File: config.mk
export PLATFORM = sky130hd
export DESIGN_NAME = fifo_handle_pool_allocator
export DESIGN_NICKNAME = d
export VERILOG_FILES = /design/src/hw/rtl/fhpa_pkg.sv /design/src/hw/rtl/fhpa_ram.sv /design/src/hw/rtl/fifo_handle_pool_allocator.sv
export SDC_FILE = /design/constraint.sdc
export NUM_CORES = 2
export LEC_CHECK = 0
export BUFFER_PORTS_ARGS = -buffer_cell sky130_fd_sc_hd__clkbuf_2
export CAP_MARGIN = 20
export CORE_UTILIZATION = 53
export CTS_CLUSTER_SIZE = 14
export DETAILED_ROUTE_END_ITERATION = 16
export PLACE_DENSITY = 0.77
export SLEW_MARGIN = 20
export SYNTH_ARGS = -nofsm -noshare
export SYNTH_HDL_FRONTEND = slang
export SYNTH_SLANG_ARGS = --single-unit
File: constraint.sdc
create_clock -name clk -period 21.3 [get_ports clk]
set_clock_uncertainty 0.2 [all_clocks]
set_input_delay 4.26 -clock clk [delete_from_list [all_inputs] [get_ports clk]]
set_output_delay 4.26 -clock clk [all_outputs]
set_load 0.02 [all_outputs]
File: src/hw/rtl/fhpa_pkg.sv
// ----------------------------------------------------------------------------
// fhpa_pkg
// shared types and constants of the handle pool allocator
// ----------------------------------------------------------------------------
package fhpa_pkg;

  localparam int POOL_SIZE    = 256;
  localparam int HANDLE_SPACE = 256;
  localparam int HANDLE_W     = 8;
  localparam int COUNT_W      = 9;
  localparam int MINT_LIMIT_I = (POOL_SIZE < HANDLE_SPACE) ? POOL_SIZE : HANDLE_SPACE;
  localparam logic [COUNT_W-1:0] MINT_LIMIT = COUNT_W'(MINT_LIMIT_I);
  localparam logic [COUNT_W-1:0] FIFO_DEPTH = COUNT_W'(HANDLE_SPACE);

  typedef logic [HANDLE_W-1:0] handle_t;
  typedef logic [COUNT_W-1:0]  count_t;

  typedef enum logic [1:0] {
    CMD_ALLOC = 2'd0,
    CMD_TRY   = 2'd1,
    CMD_FREE  = 2'd2,
    CMD_NOP   = 2'd3
  } cmd_t;

  typedef enum logic [1:0] {
    STS_OK        = 2'd0,
    STS_NONE_FREE = 2'd1,
    STS_BAD_FREE  = 2'd2,
    STS_EXHAUSTED = 2'd3
  } status_t;

  typedef enum logic [1:0] {
    ST_IDLE = 2'b01,
    ST_EXEC = 2'b10
  } state_t;

endpackage

File: src/hw/rtl/fhpa_ram.sv
// ----------------------------------------------------------------------------
// fhpa_ram
// simple dual port ram, one write and one registered read port
// ----------------------------------------------------------------------------
module fhpa_ram #(
  parameter int DEPTH = 256,
  parameter int WIDTH = 8
) (
  input  logic                     clk,
  input  logic                     we,
  input  logic [$clog2(DEPTH)-1:0] waddr,
  input  logic [WIDTH-1:0]         wdata,
  input  logic                     re,
  input  logic [$clog2(DEPTH)-1:0] raddr,
  output logic [WIDTH-1:0]         rdata
);

  logic [WIDTH-1:0] mem [DEPTH];
  logic [WIDTH-1:0] rdata_r;

  always_ff @(posedge clk) begin
    if (we) begin
      mem[waddr] <= wdata;
    end
  end

  always_ff @(posedge clk) begin
    if (re) begin
      rdata_r <= mem[raddr];
    end
  end

  assign rdata = rdata_r;

endmodule

File: src/hw/rtl/fifo_handle_pool_allocator.sv
// ----------------------------------------------------------------------------
// fifo_handle_pool_allocator
// allocates handles from a free list fifo or a mint counter, frees into fifo
// ----------------------------------------------------------------------------
// timing: the fifo and in-use memories are read at the accepting edge and the
// result is registered in the output register once execute finds it free
// order: a new item is taken only in idle, after the read-modify-write of the
// single-port-read memories; a stalled output holds the next item in execute
// reset: pointers, counts and control clear at once; the in-use map needs no
// clearing pass since entries at or above the mint count are never consulted
module fifo_handle_pool_allocator (
  input  logic       clk,
  input  logic       rst_n,
  input  logic       in_valid,
  output logic       in_ready,
  input  logic [1:0] in_cmd,
  input  logic [7:0] in_handle_in,
  output logic       out_valid,
  input  logic       out_ready,
  output logic [7:0] out_handle_out,
  output logic [1:0] out_status
);

  fhpa_pkg::state_t  state_r, state_nxt;
  fhpa_pkg::cmd_t    cmd_r;
  fhpa_pkg::handle_t hin_r;
  fhpa_pkg::handle_t rptr_r, rptr_nxt;
  fhpa_pkg::handle_t wptr_r, wptr_nxt;
  fhpa_pkg::count_t  free_count_r, free_count_nxt;
  fhpa_pkg::count_t  minted_r, minted_nxt;
  logic              out_valid_r, out_valid_nxt;
  fhpa_pkg::handle_t out_handle_r, out_handle_nxt;
  fhpa_pkg::status_t out_status_r, out_status_nxt;

  logic              accept;
  logic              out_free;
  logic              exec_go;
  fhpa_pkg::handle_t fifo_rdata;
  logic              map_rdata;
  logic              fifo_we;
  logic              map_we;
  fhpa_pkg::handle_t map_waddr;
  logic              map_wdata;

  assign in_ready = (state_r == fhpa_pkg::ST_IDLE);
  assign accept   = in_valid && in_ready;
  assign out_free = !out_valid_r || out_ready;
  assign exec_go  = (state_r == fhpa_pkg::ST_EXEC) && out_free;

  fhpa_ram #(.DEPTH(fhpa_pkg::HANDLE_SPACE), .WIDTH(fhpa_pkg::HANDLE_W)) u_fifo_ram (
    .clk   (clk),
    .we    (fifo_we),
    .waddr (wptr_r),
    .wdata (hin_r),
    .re    (accept),
    .raddr (rptr_r),
    .rdata (fifo_rdata)
  );

  fhpa_ram #(.DEPTH(fhpa_pkg::HANDLE_SPACE), .WIDTH(1)) u_map_ram (
    .clk   (clk),
    .we    (map_we),
    .waddr (map_waddr),
    .wdata (map_wdata),
    .re    (accept),
    .raddr (in_handle_in),
    .rdata (map_rdata)
  );

  always_comb begin
    state_nxt      = state_r;
    rptr_nxt       = rptr_r;
    wptr_nxt       = wptr_r;
    free_count_nxt = free_count_r;
    minted_nxt     = minted_r;
    out_valid_nxt  = out_valid_r && !out_ready;
    out_handle_nxt = out_handle_r;
    out_status_nxt = out_status_r;
    fifo_we        = 1'b0;
    map_we         = 1'b0;
    map_waddr      = fifo_rdata;
    map_wdata      = 1'b1;

    if (accept) begin
      state_nxt = fhpa_pkg::ST_EXEC;
    end

    if (exec_go) begin
      state_nxt      = fhpa_pkg::ST_IDLE;
      out_valid_nxt  = 1'b1;
      out_handle_nxt = '0;
      out_status_nxt = fhpa_pkg::STS_OK;
      unique case (cmd_r)
        fhpa_pkg::CMD_ALLOC, fhpa_pkg::CMD_TRY: begin
          if (free_count_r != '0) begin
            out_handle_nxt = fifo_rdata;
            map_we         = 1'b1;
            map_waddr      = fifo_rdata;
            rptr_nxt       = rptr_r + 1'b1;
            free_count_nxt = free_count_r - 1'b1;
          end else if (cmd_r == fhpa_pkg::CMD_TRY) begin
            out_status_nxt = fhpa_pkg::STS_NONE_FREE;
          end else if (minted_r < fhpa_pkg::MINT_LIMIT) begin
            out_handle_nxt = minted_r[fhpa_pkg::HANDLE_W-1:0];
            map_we         = 1'b1;
            map_waddr      = minted_r[fhpa_pkg::HANDLE_W-1:0];
            minted_nxt     = minted_r + 1'b1;
          end else begin
            out_status_nxt = fhpa_pkg::STS_EXHAUSTED;
          end
        end
        fhpa_pkg::CMD_FREE: begin
          if (({1'b0, hin_r} >= minted_r) || !map_rdata) begin
            out_status_nxt = fhpa_pkg::STS_BAD_FREE;
          end else begin
            map_we         = 1'b1;
            map_waddr      = hin_r;
            map_wdata      = 1'b0;
            fifo_we        = 1'b1;
            wptr_nxt       = wptr_r + 1'b1;
            free_count_nxt = free_count_r + 1'b1;
          end
        end
        fhpa_pkg::CMD_NOP: begin
        end
        default: begin
        end
      endcase
    end
  end

  always_ff @(posedge clk) begin
    if (!rst_n) begin
      state_r      <= fhpa_pkg::ST_IDLE;
      rptr_r       <= '0;
      wptr_r       <= '0;
      free_count_r <= '0;
      minted_r     <= '0;
      out_valid_r  <= 1'b0;
    end else begin
      state_r      <= state_nxt;
      rptr_r       <= rptr_nxt;
      wptr_r       <= wptr_nxt;
      free_count_r <= free_count_nxt;
      minted_r     <= minted_nxt;
      out_valid_r  <= out_valid_nxt;
    end
  end

  always_ff @(posedge clk) begin
    if (accept) begin
      cmd_r <= fhpa_pkg::cmd_t'(in_cmd);
      hin_r <= in_handle_in;
    end
    out_handle_r <= out_handle_nxt;
    out_status_r <= out_status_nxt;
  end

  assign out_valid      = out_valid_r;
  assign out_handle_out = out_handle_r;
  assign out_status     = out_status_r;

  a_count_bound: assert property (@(posedge clk) disable iff (!rst_n)
    free_count_r <= fhpa_pkg::FIFO_DEPTH)
    else $error("free list count beyond fifo depth");

  a_mint_bound: assert property (@(posedge clk) disable iff (!rst_n)
    minted_r <= fhpa_pkg::MINT_LIMIT)
    else $error("mint count beyond limit");

  a_ptr_count: assert property (@(posedge clk) disable iff (!rst_n)
    fhpa_pkg::handle_t'(wptr_r - rptr_r) == free_count_r[fhpa_pkg::HANDLE_W-1:0])
    else $error("fifo pointers disagree with count");

  a_accept_exec: assert property (@(posedge clk) disable iff (!rst_n)
    accept |=> (state_r == fhpa_pkg::ST_EXEC))
    else $error("accepted item did not enter execute");

  a_exec_result: assert property (@(posedge clk) disable iff (!rst_n)
    exec_go |=> (out_valid_r && state_r == fhpa_pkg::ST_IDLE))
    else $error("execute did not deliver a result");

endmodule

-- Yosys cells after proc, flatten, opt, wreduce, memory -nomap -nowiden
Memory sizes are Yosys's and may differ from the RTL's. A register that Yosys moved wholly into a read port is not among the register bits.
Index checks and enable logic that the tools add are counted.
- shift-type cells: 0
- multiply operators: 0
- reduce and logical (&&, ||, !) cells: 17
- div/mod/pow operators: 0
- $lt $le $gt $ge: 2
- $add $sub $neg: 5
- multiplexer cells: 33
- equal/unequal tests: 6
- bitwise gates (word level): 4
- operators with widths (kind ; count):
    8-bit 2-to-1 mux ; 8
    9-bit by 1-bit adder with 9-bit output, second input constant ; 2
    9-bit 2-to-1 mux ; 2
    9-bit one-hot mux with 2 select lines ; 1
    8-bit by 1-bit adder with 8-bit output, second input constant ; 2
    8-bit one-hot mux with 2 select lines ; 1
    1-bit 2-to-1 mux ; 15
    8-bit by 9-bit >= comparator with 1-bit output ; 1
    9-bit < comparator, second input constant ; 1
    9-bit nonzero test ; 1
    9-bit by 1-bit subtractor with 9-bit output, second input constant ; 1
    2-bit 2-to-1 mux ; 4
    3-bit AND reduction ; 2
    5-bit AND reduction ; 1
    2-bit by 1-bit == test with 1-bit output, second input constant ; 2
    2-bit == test, second input constant ; 2
    2-bit != test, second input constant ; 2
    1-bit inverter ; 4
    2-bit one-hot mux with 2 select lines ; 1
    4-bit AND reduction ; 1
    2-bit OR reduction ; 2
    1-bit logical AND ; 3
    1-bit zero test ; 3
    2-bit zero test ; 1
    other kinds (3) ; 4
- bits in registers: 57
- memory bits (writable): 2304
- latch bits: 0
- bits of input ports: 14
- bits in read-only memories: 0
- memories: 2
- memory list (memory ; depth ; width ; rd ports ; clocked after memory_dff ; write ports ; RTL line ; text):
    u_fifo_ram.mem ; 256 ; 8 ; 1 ; 1 ; 1 ; fhpa_ram.sv:18 ; logic [WIDTH-1:0] mem [DEPTH];
    u_map_ram.mem ; 256 ; 1 ; 1 ; 1 ; 1 ; fhpa_ram.sv:18 ;

-- Depth between registers and ports, before layout
- word-level depth: 8
- mapped depth: 14
- depth with buffers taken out: 11

-- Cells and area by module
From an unflattened synthesis, not the netlist that was laid out.
- cells, all modules: 4862
- area total of the unflattened synthesis: 93977.6 um2
- modules (own cells, without submodules) (module ; area each (um2) ; cells each ; seq. area each (um2) ; instances):
    fhpa_ram at u_fifo_ram ; 79636.4 ; 3733 ; 61739.2 ; 1
    fhpa_ram at u_map_ram ; 11138.2 ; 788 ; 7717.4 ; 1
    fifo_handle_pool_allocator ; 3203.1 ; 341 ; 1341.3 ; 1

-- Least setup slack after synthesis
OpenSTA, ideal clock, no wires.
- path type: input -> register
- start: input out_ready
- end: memory u_map_ram.mem[237] (enable)
- data required time: 20.842 ns
- stages: 8
- setup slack: 13.058 ns
- arrival time: 7.784 ns
- cells stage by stage: nor2b_1 -> nor3_4 -> a21boi_2 -> inv_2 -> nand2_1 -> nand3_1 -> clkbuf_1 -> nor4_1
- word-level cells in the longest chain between the ends: 5
- elaborated cells between the ends (all ways): 6
- RTL lines (element ; RTL line ; text):
    start, declared ; fifo_handle_pool_allocator.sv:19 ; input logic out_ready,
    1-bit logical OR (*) ; fifo_handle_pool_allocator.sv:47 ; assign out_free = !out_valid_r || out_ready;
    1-bit logical AND (*) ; fifo_handle_pool_allocator.sv:48 ; assign exec_go = (state_r == fhpa_pkg::ST_EXEC) && out_free;
    1-bit 2-to-1 mux ; fifo_handle_pool_allocator.sv:88 ; if (exec_go) begin
    1-bit 2-to-1 mux ; fhpa_ram.sv:22 ; if (we) begin
    1-bit 2-to-1 mux (not written as such) ; fhpa_ram.sv:23 ; mem[waddr] <= wdata;
    end, declared ; fhpa_ram.sv:18 ;
Mark *: on every way between the ends. The rest lies on a longest branch, timed or not.

-- Worst setup path in the final report
- start: input out_ready
- end: memory u_fifo_ram.mem[150][5] (enable)
- word-level cells in the longest chain between the ends: 5
- RTL lines (element ; RTL line):
    1-bit logical OR ; fifo_handle_pool_allocator.sv:47
    1-bit logical AND ; fifo_handle_pool_allocator.sv:48
    1-bit 2-to-1 mux ; fifo_handle_pool_allocator.sv:88
    1-bit 2-to-1 mux ; fhpa_ram.sv:22
    1-bit 2-to-1 mux (not written as such) ; fhpa_ram.sv:23
    end, declared ; fhpa_ram.sv:18
Every way passes these cells.

==> results.toml <==
[pwr]
p_switching_w = 0.00193
p_per_area_nw_per_um2 = 88.0
power_frac_seq = 0.560
irDropWorstVdd_mv = 0.0692
p_leak_nw = 30.1
p_sw_frac = 0.209
combPwrFrac = 0.024
clockPowerShare = 0.416
p_int_w = 0.00729

[place]
place_ws_ns = 12.44
port-buffer-count = 25
place_congestion = 0.895
dp_hpwl_um = 139000

[global_route]
grt_max_degree = 202
grt_usage = 0.268
antenna_found_initial = 7
grt_overflow_total = 0
grt_pass1_vias = 49900
grt_pass1_wl_um = 351000

[setup_path]
cp-end-kind = "flop"
cp-startpoint = "out_ready"
worstPathRequired_ns = 21.60
arrival_ns = 8.40
cp_max_fo = 120
worstSetupPathType = "in2reg"
cp-start-kind = "input port"
r2r-start = "hin_r[0]$_DFFE_PP_"

[yosys]
syn_area_um2 = 95400
syn_nets = 5049
synth_top_area_frac = 0.734
ys_seq_area_frac = 0.742
synth_enable_flop_cells = 2333
yosysUniqueCellTypes = 91
async_flop_share = 0
yosys.area.top_type = "edfxtp_1"
synth_area_per_cell_um2 = 19.0
synthFlopType = "edfxtp_1"
synth_area_leaders = "edfxtp_1, mux4_2, mux2i_1"
synth_seq_cells = 2370
yosys_warnings = 0
synthCells = 5013

[timing]
max_slew_margin = 0.136
tightest_slew_ns = 1.29
final_max_slew_viol_count = 0
grt_setup_unrepaired = "no"
period_share = 0.380
period_minus_slack_ns = 8.10
totalNegativeSetupSlack_ns = 0
finalSetupViolCount = 0
fmax_mhz = 124
worst_slack_ns = 13.20
final-hold-violation-count = 0

[cts]
clk_latency_ns = 0.90
cts_tree = "built"
numCtsBuffers = 220
cts_max_level = 4
ctsHoldBuffers = 0
postCtsSetupBuffers = 0
clock_path_buffers = 3
cts_resized = 0
cts.sinks = 2370
clk_pin_slew_ns = 0.06
root_buffer = "clkbuf_16"

[route]
drt_iter0_markers = 7609
drcViolationCount = 0
via_per_inst = 6.83
wire_per_inst_um = 32.3
final_antenna_net_count = 0
drtPass1Iterations = 9
wirelength_um = 243000
vias = 51500

[cells_and_area]
fillers = 12400
fin_nets = 5049
final_common_cell = "edfxtp_1"
num_antenna_cells = 0
area_delta_synth_final_pct = 9.67
layout_common_cells = "edfxtp_1, mux4_2, nor2_1"
drive_above_1_share = 0.202

[floorplan]
core_um2 = 179000
num_rows = 155
die_y_um = 426
fp.dieW_um = 426
initial_utilization = 0.534
io_pins = 26
die_area_um2 = 182000

[min_path]
hold_class = "reg2reg"
hp-start = "free_count_r[7]$_SDFFE_PN0P_"

[run]
maxCapViolations = 0

[outcome]
status = "completed"
synth_stat cells, types with 34 or more instances:
| master | instances |
|---|---|
| buf_4 | 34 |
| a211oi_1 | 36 |
| a22oi_1 | 83 |
| dfxtp_1 | 37 |
| edfxtp_1 | 2333 |
| clkbuf_1 | 148 |
| o22ai_1 | 53 |
| nand3_1 | 62 |
| mux2i_1 | 256 |
| buf_6 | 40 |
| nor2_1 | 355 |
| nand2_1 | 148 |
| nor4_1 | 81 |
| buf_2 | 98 |
| mux4_2 | 477 |
| nor3_1 | 140 |
| a21oi_1 | 102 |
worst paths after layout:
| check | to | slack, ns | cells after the start |
|---|---|---|---|
| worst max register to register | u_fifo_ram.mem[150][5]$_DFFE_PP_ | 14.89 | 12 |
| worst max-delay path | u_fifo_ram.mem[150][5]$_DFFE_PP_ | 13.20 | 9 |
| worst min-delay path | free_count_r[7]$_SDFFE_PN0P_ | 0.33 | 2 |
| worst min register to register | free_count_r[7]$_SDFFE_PN0P_ | 0.33 | 2 |
cell type report:
class | instances | area (um^2) | share of cell area
repair buffers | 129 | 1080 | 0.0103
clock inverters | 135 | 1270 | 0.0122
clock buffers | 261 | 5680 | 0.0543
inverters | 28 | 110 | 0.00105
well taps | 2355 | 2950 | 0.0282
multi-input cells | 2264 | 22700 | 0.217
flip-flops and latches | 2370 | 70800 | 0.677
through the flow:
step | total power [W] | hold WS [ns] | cell area, um^2 | cells | util
2_1_floorplan | 0.00540 | 0.287 | 95400 | 5013 | -
3_3_place_gp | 0.00547 | 0.307 | 97600 | 7143 | 0.547
3_5_place_dp | 0.00548 | 0.324 | 97600 | 7143 | 0.547
4_1_cts | 0.00922 | 0.335 | 105000 | 7539 | 0.586
5_1_grt | 0.00941 | 0.362 | 105000 | 7542 | 0.586
6_report | 0.00921 | 0.327 | 105000 | 7542 | 0.586
worst max-delay path: stages:
cell and delay (ns):
clkbuf_2 0.08, nor2b_1 0.07, nor3_4 0.29, a21boi_4 0.21
buf_4 0.50, inv_6 0.38, nor3_1 0.88, nand3_1 0.84
nor2_1 0.85
sequential cells by signal (all words and copies together), names as in the netlist:
signal            cells
wptr_r                8
rptr_r                8
u_map_ram.rdata       1
minted_r              9
cmd_r                 2
free_count_r          9
out_valid             1
state_r               2
out_status            2
u_map_ram.mem       256
out_handle_out        8
u_fifo_ram.rdata      8
u_fifo_ram.mem     2048
hin_r                 8
logic make-up after synthesis:
kind of cell	Yosys count	synth area share
XOR/XNOR	28	0.00257
buffers and inverters	379	0.0207
adder cells (fa/ha/maj)	22	0.00296
AO/OA/AOI/OAI	507	0.0392
flip-flops	2370	0.742
multiplexers	741	0.140
AND/OR/NAND/NOR	966	0.0522
power groups by stage:
| stage | registers [W] | logic (W) | clock network [W] |
|---|---|---|---|
| floorplan | 0.00532 | 0.0000835 | 0 |
| global placement | 0.00526 | 0.000215 | 0 |
| detailed placement | 0.00526 | 0.000223 | 0 |
| CTS | 0.00516 | 0.000223 | 0.00384 |
| global route | 0.00515 | 0.000237 | 0.00402 |
| finish | 0.00516 | 0.000226 | 0.00383 |
layer usage:
metal  vias up  GRT usage  share of wire
met3       605     0.0797           0.13
li1      20600          -              -
met1     26400      0.367           0.37
met2      3893      0.405           0.46
met5         -          0        0.00052
met4        14      0.105          0.041
(Power assumes the default switching activity.)
